**config.mk**
```make
export PLATFORM = sky130hd
export DESIGN_NAME = pfr_ctrl
export DESIGN_NICKNAME = d
export VERILOG_FILES = /design/src/rtl/pfr_pkg.sv /design/src/rtl/pfr_ctrl.sv
export SDC_FILE = /design/constraint.sdc
export NUM_CORES = 1
export LEC_CHECK = 0
export BUFFER_PORTS_ARGS = -buffer_cell sky130_fd_sc_hd__buf_2
export CORE_AREA = 4 4 41 43
export DETAILED_ROUTE_END_ITERATION = 16
export DIE_AREA = 0 0 45 47
export RECOVER_POWER = 100
export SYNTH_ARGS = -nofsm -noshare
export SYNTH_HDL_FRONTEND = slang
export SYNTH_SLANG_ARGS = --single-unit
```
**constraint.sdc**
```tcl
create_clock -name clk -period 2 [get_ports clk]
set_input_delay 0.4 -clock clk [delete_from_list [all_inputs] [get_ports clk]]
set_output_delay 0.4 -clock clk [all_outputs]
set_load 0.02 [all_outputs]
```
**src/rtl/pfr_pkg.sv**
```systemverilog
package pfr_pkg;

    typedef enum logic [2:0] {
        ST_LOAD,
        ST_CMP_READ,
        ST_CMP_EVAL,
        ST_PEEL_READ,
        ST_PEEL_EVAL,
        ST_EMIT_READ,
        ST_EMIT
    } pfr_state_t;

    // Controller to datapath commands
    typedef struct packed {
        logic store_item;
        logic set_overflow;
        logic clear_run;
        logic start_sort;
        logic cmp_step;
        logic peel_step;
        logic emit_step;
        logic emit_load;
    } pfr_cmd_t;

    // Datapath to controller status
    typedef struct packed {
        logic full;
        logic cmp_done;
        logic peel_done;
        logic emit_last;
    } pfr_status_t;

endpackage

```
**src/rtl/pfr_ctrl.sv**
```systemverilog
module pfr_ctrl
    import pfr_pkg::*;
(
    input  logic        clk,
    input  logic        rst_n,
    input  logic        in_valid,
    input  logic        in_final,
    output logic        in_ready,
    input  logic        out_free,
    input  pfr_status_t status,
    output pfr_cmd_t    cmd
);

    pfr_state_t state_reg;
    pfr_state_t state_next;

    // State register
    always_ff @(posedge clk or negedge rst_n)
    begin
        if (!rst_n)
        begin
            state_reg <= ST_LOAD;
        end
        else
        begin
            state_reg <= state_next;
        end
    end

    // Next state and commands
    always_comb
    begin
        state_next = state_reg;
        cmd        = '0;
        in_ready   = 1'b0;
        case (state_reg)
            ST_LOAD:
            begin
                in_ready = 1'b1;
                if (in_valid)
                begin
                    cmd.store_item   = !status.full;
                    cmd.set_overflow = status.full;
                    if (in_final)
                    begin
                        cmd.start_sort = 1'b1;
                        state_next     = ST_CMP_READ;
                    end
                end
            end
            ST_CMP_READ:
            begin
                state_next = ST_CMP_EVAL;
            end
            ST_CMP_EVAL:
            begin
                cmd.cmp_step = 1'b1;
                state_next   = status.cmp_done ? ST_PEEL_READ : ST_CMP_READ;
            end
            // Each front is one pass over the dominance rows
            ST_PEEL_READ:
            begin
                if (status.peel_done)
                begin
                    cmd.emit_load = 1'b1;
                    state_next    = ST_EMIT_READ;
                end
                else
                begin
                    state_next = ST_PEEL_EVAL;
                end
            end
            ST_PEEL_EVAL:
            begin
                cmd.peel_step = 1'b1;
                state_next    = ST_PEEL_READ;
            end
            ST_EMIT_READ:
            begin
                state_next = ST_EMIT;
            end
            ST_EMIT:
            begin
                if (out_free)
                begin
                    cmd.emit_step = 1'b1;
                    if (status.emit_last)
                    begin
                        cmd.clear_run = 1'b1;
                        state_next    = ST_LOAD;
                    end
                    else
                    begin
                        state_next = ST_EMIT_READ;
                    end
                end
            end
            default:
            begin
                state_next = ST_LOAD;
            end
        endcase
    end

`ifndef SYNTH
    a_no_accept_busy: assert property (@(posedge clk) disable iff (!rst_n)
        (state_reg != ST_LOAD) |-> !in_ready)
        else $error("input accepted while sorting");
    a_sort_starts: assert property (@(posedge clk) disable iff (!rst_n)
        (state_reg == ST_LOAD && in_valid && in_final) |=> (state_reg == ST_CMP_READ))
        else $error("final item did not start sort");
    a_emit_end: assert property (@(posedge clk) disable iff (!rst_n)
        cmd.clear_run |=> (state_reg == ST_LOAD))
        else $error("run end did not return to load");
`endif

endmodule

```
==> metrics.md <==
| Metric | Value |
|---|---|
| # setup viols final | `0` |
| Area of the multi-input gates | `148 um^2` |
| Num CTS Buffers | `3` |
| Count leader, synth | `nor2_1` |
| Leakage power | `0.164 nW` |
| RSZ-0062 raised after global routing | `false` |
| GRT overflow | `0` |
| Number of global-route vias before repair | `255` |
| CP cell instances | `nand2b_1 -> nor2_1 -> and2_1 -> clkbuf_1` |
| Filler cells | `159` |
| Clock sink count | `3` |
| PD cells | `1390 nW/um^2` |
| EDFF count, synth | `0` |
| Max Clock Freq | `555 MHz` |
| Overall Power | `492 uW` |
| Post-Syn Area | `233 um^2` |
| Layout cell share with drive strength beyond 1 | `28.0%` |
| Total GRT Usage | `7.21%` |
| Hold WC Path Type | `input pin to register` |
| Number of standard cells after synthesis | `29` |
| Clock Tree Buf Depth | `2` |
| Setup TNS | `0 ns` |
| Library cells used by synthesis | `18` |
| DRC | `0` |
| Slew @ Worst Pin | `0.288 ns` |
| Slew Limit Fails | `0` |
| Syn Nets | `38` |
| Root Driver | `clkbuf_4` |
| Synth top area share | `32.3%` |
| CTS tree | `done` |
| # rows | `13` |
| Vias | `277` |
| CTS clock-pin slew for the worst setup and hold paths | `0.04 ns` |
| Sequential area share after synthesis | `32.3%` |
| Min cycle time layout | `1.80 ns` |
| DRT iter0 DRCs | `5` |
| Fin nets | `60` |
| P&R area growth vs syn | `52.2%` |
| I/O Buffers | `17` |
| Async set-reset flop share out of synthesis | `100%` |
| CTS resizes | `0` |
| Die height | `47 um` |
| Core box area | `1300 um^2` |
| CP Capture Type | `output pin` |
| Period Utilization, post-route | `90.1%` |
| Maximum vdd drop | `465 uV` |
| CP startpoint kind | `register` |
| Commonest cells in the netlist | `nor2_1 (4), and3_1 (3), dfrtp_1 (3), nand2_1 (3)` |
| Die X | `45 um` |
| Cell taking the most area after synthesis | `dfrtp_1` |
| Pre-antenna DRT Iters | `3` |
| Hold Vio Cnt, Final | `0` |
| Syn avg cell area | `8.02 um^2` |
| Yosys Warn Count | `0` |
| Crit path kind | `register to output pin` |
| Die ar. | `2120 um^2` |
| Peak per-stage delay on the critical path | `0.45 ns` |
| WP data arrival | `1.40 ns` |
| Starting Density | `17.9%` |
| Max-cap violations | `0` |
| Outcome | `complete, no violations` |
| Top_reg_cell synth | `dfrtp_1` |
| First-pass GRT wire length | `1060 um` |
| Largest net degree at the start of global routing | `10` |
| Crit path max fanout | `9` |
| Worst-skew pair later-pin latency | `0.24 ns` |
| DR vias/cell | `4.26` |
| Sequential cell area | `75.1 um^2` |
| Yosys reg bits | `3` |
| Synth top area cells | `dfrtp_1 (32%), and3_1 (8.1%), nor2_1 (6.5%)` |
| Post-route ant nets | `0` |
| Layout Utilization | `27.2%` |
| N_diodes | `0` |
| Max reg flops | `3` |
| DRT Wirelength | `661 um` |
| DP Wirelength | `495 um` |
| DR WL/cell | `10.2 um` |
| Max_slew headroom | `80.8%` |
| Slowest CP cell | `dfrtp_1` |
| Initial antenna violation count | `0` |
| I/O pin count | `18` |
| Setup Skew | `0.00524 ns` |
| RePlAce Congestion | `0.748` |
| Required @ worst endpoint | `1.60 ns` |
| Max H-tree Level | `1` |
-- final cells by class --
class | count | area share (%)
Sequential cell | 3 | 21.2
Multi-Input combinational cell | 25 | 41.7
Timing Repair Buffer | 18 | 24.4
Tap cell | 15 | 5.30
Clock buffer | 4 | 7.42
-- path summary, 6_finish.rpt --
path / slack [ns] / startpoint / depth (start not counted) / to
min: 0.45 / status[2] / 3 / state_reg[1]
min in group asynchronous: 0.50 / rst_n / 2 / state_reg[2]
min reg2reg: 0.65 / state_reg[0] / 1 / state_reg[2]
max reg2reg: 0.77 / state_reg[1] / 3 / state_reg[0]
max in group asynchronous: 1.35 / rst_n / 2 / state_reg[1]
max: 0.20 / state_reg[0] / 4 / cmd[5]
-- metal layers --
layer	wire [um]	global-route usage, %	vias to the layer above
met5	0	0	-
met1	321	9.84	116
met2	252	9.32	16
li1	-	-	145
met4	0	1.75	0
met3	87	4.60	0
-- worst max-delay path, delay by kind of cell, from the launching register on --
family                 cells  cell delay (ns)
AND/OR/NAND/NOR            3             0.50
buffers and inverters      1             0.22
flip-flops                 1             0.45
-- timing repair --
item,in CTS,in global routing
endpoints found under the hold margin,3,0
buffers inserted,0,0
endpoints found under the setup margin,0,0
hold buffers,1,0
-- cell usage in the layout (no fill, tap or decap) --
cell type	netlist	final
and2_1	1	1
clkbuf_1	0	8
a211oi_1	1	1
nor2b_1	2	3
nand2_1	3	3
nand2b_1	2	2
nor3_2	1	1
nand3_1	1	1
o21ai_0	1	2
a21boi_0	0	1
a311oi_1	1	1
dfrtp_1	3	3
nor2_1	4	4
nand3b_1	1	1
dlygate4sd3_1	0	1
clkbuf_4	0	3
and3_1	3	3
buf_2	0	10
o221ai_1	1	1
-- stage by stage --
step / hold WS, ns / setup slack [ns] / cell area (um^2) / std cells
floorplan: 0.104 / 0.305 / 233 / 29
global placement: 0.199 / 0.534 / 329 / 60
detailed placement: 0.197 / 0.520 / 329 / 60
CTS: 0.447 / 0.261 / 365 / 65
global route: 0.463 / 0.0848 / 354 / 65
finish: 0.453 / 0.198 / 354 / 65
-- cell families (layout without fill, tap and decap cells) --
logic type,after synthesis,after routing,synth area share (%)
AO/OA/AOI/OAI,6,6,18.3
buffers and inverters,1,22,3.23
flip-flops,3,3,32.3
AND/OR/NAND/NOR,19,19,46.2
-- where the power goes --
group | total, mW | internal (mW) | switching (mW) | leakage, nW
sequential | 0.151 | 0.0888 | 0.0619 | 0.0374
combinational | 0.230 | 0.0982 | 0.132 | 0.112
clock | 0.111 | 0.0751 | 0.0360 | 0.0150
No activity file was read; power rests on OpenSTA's default activity.
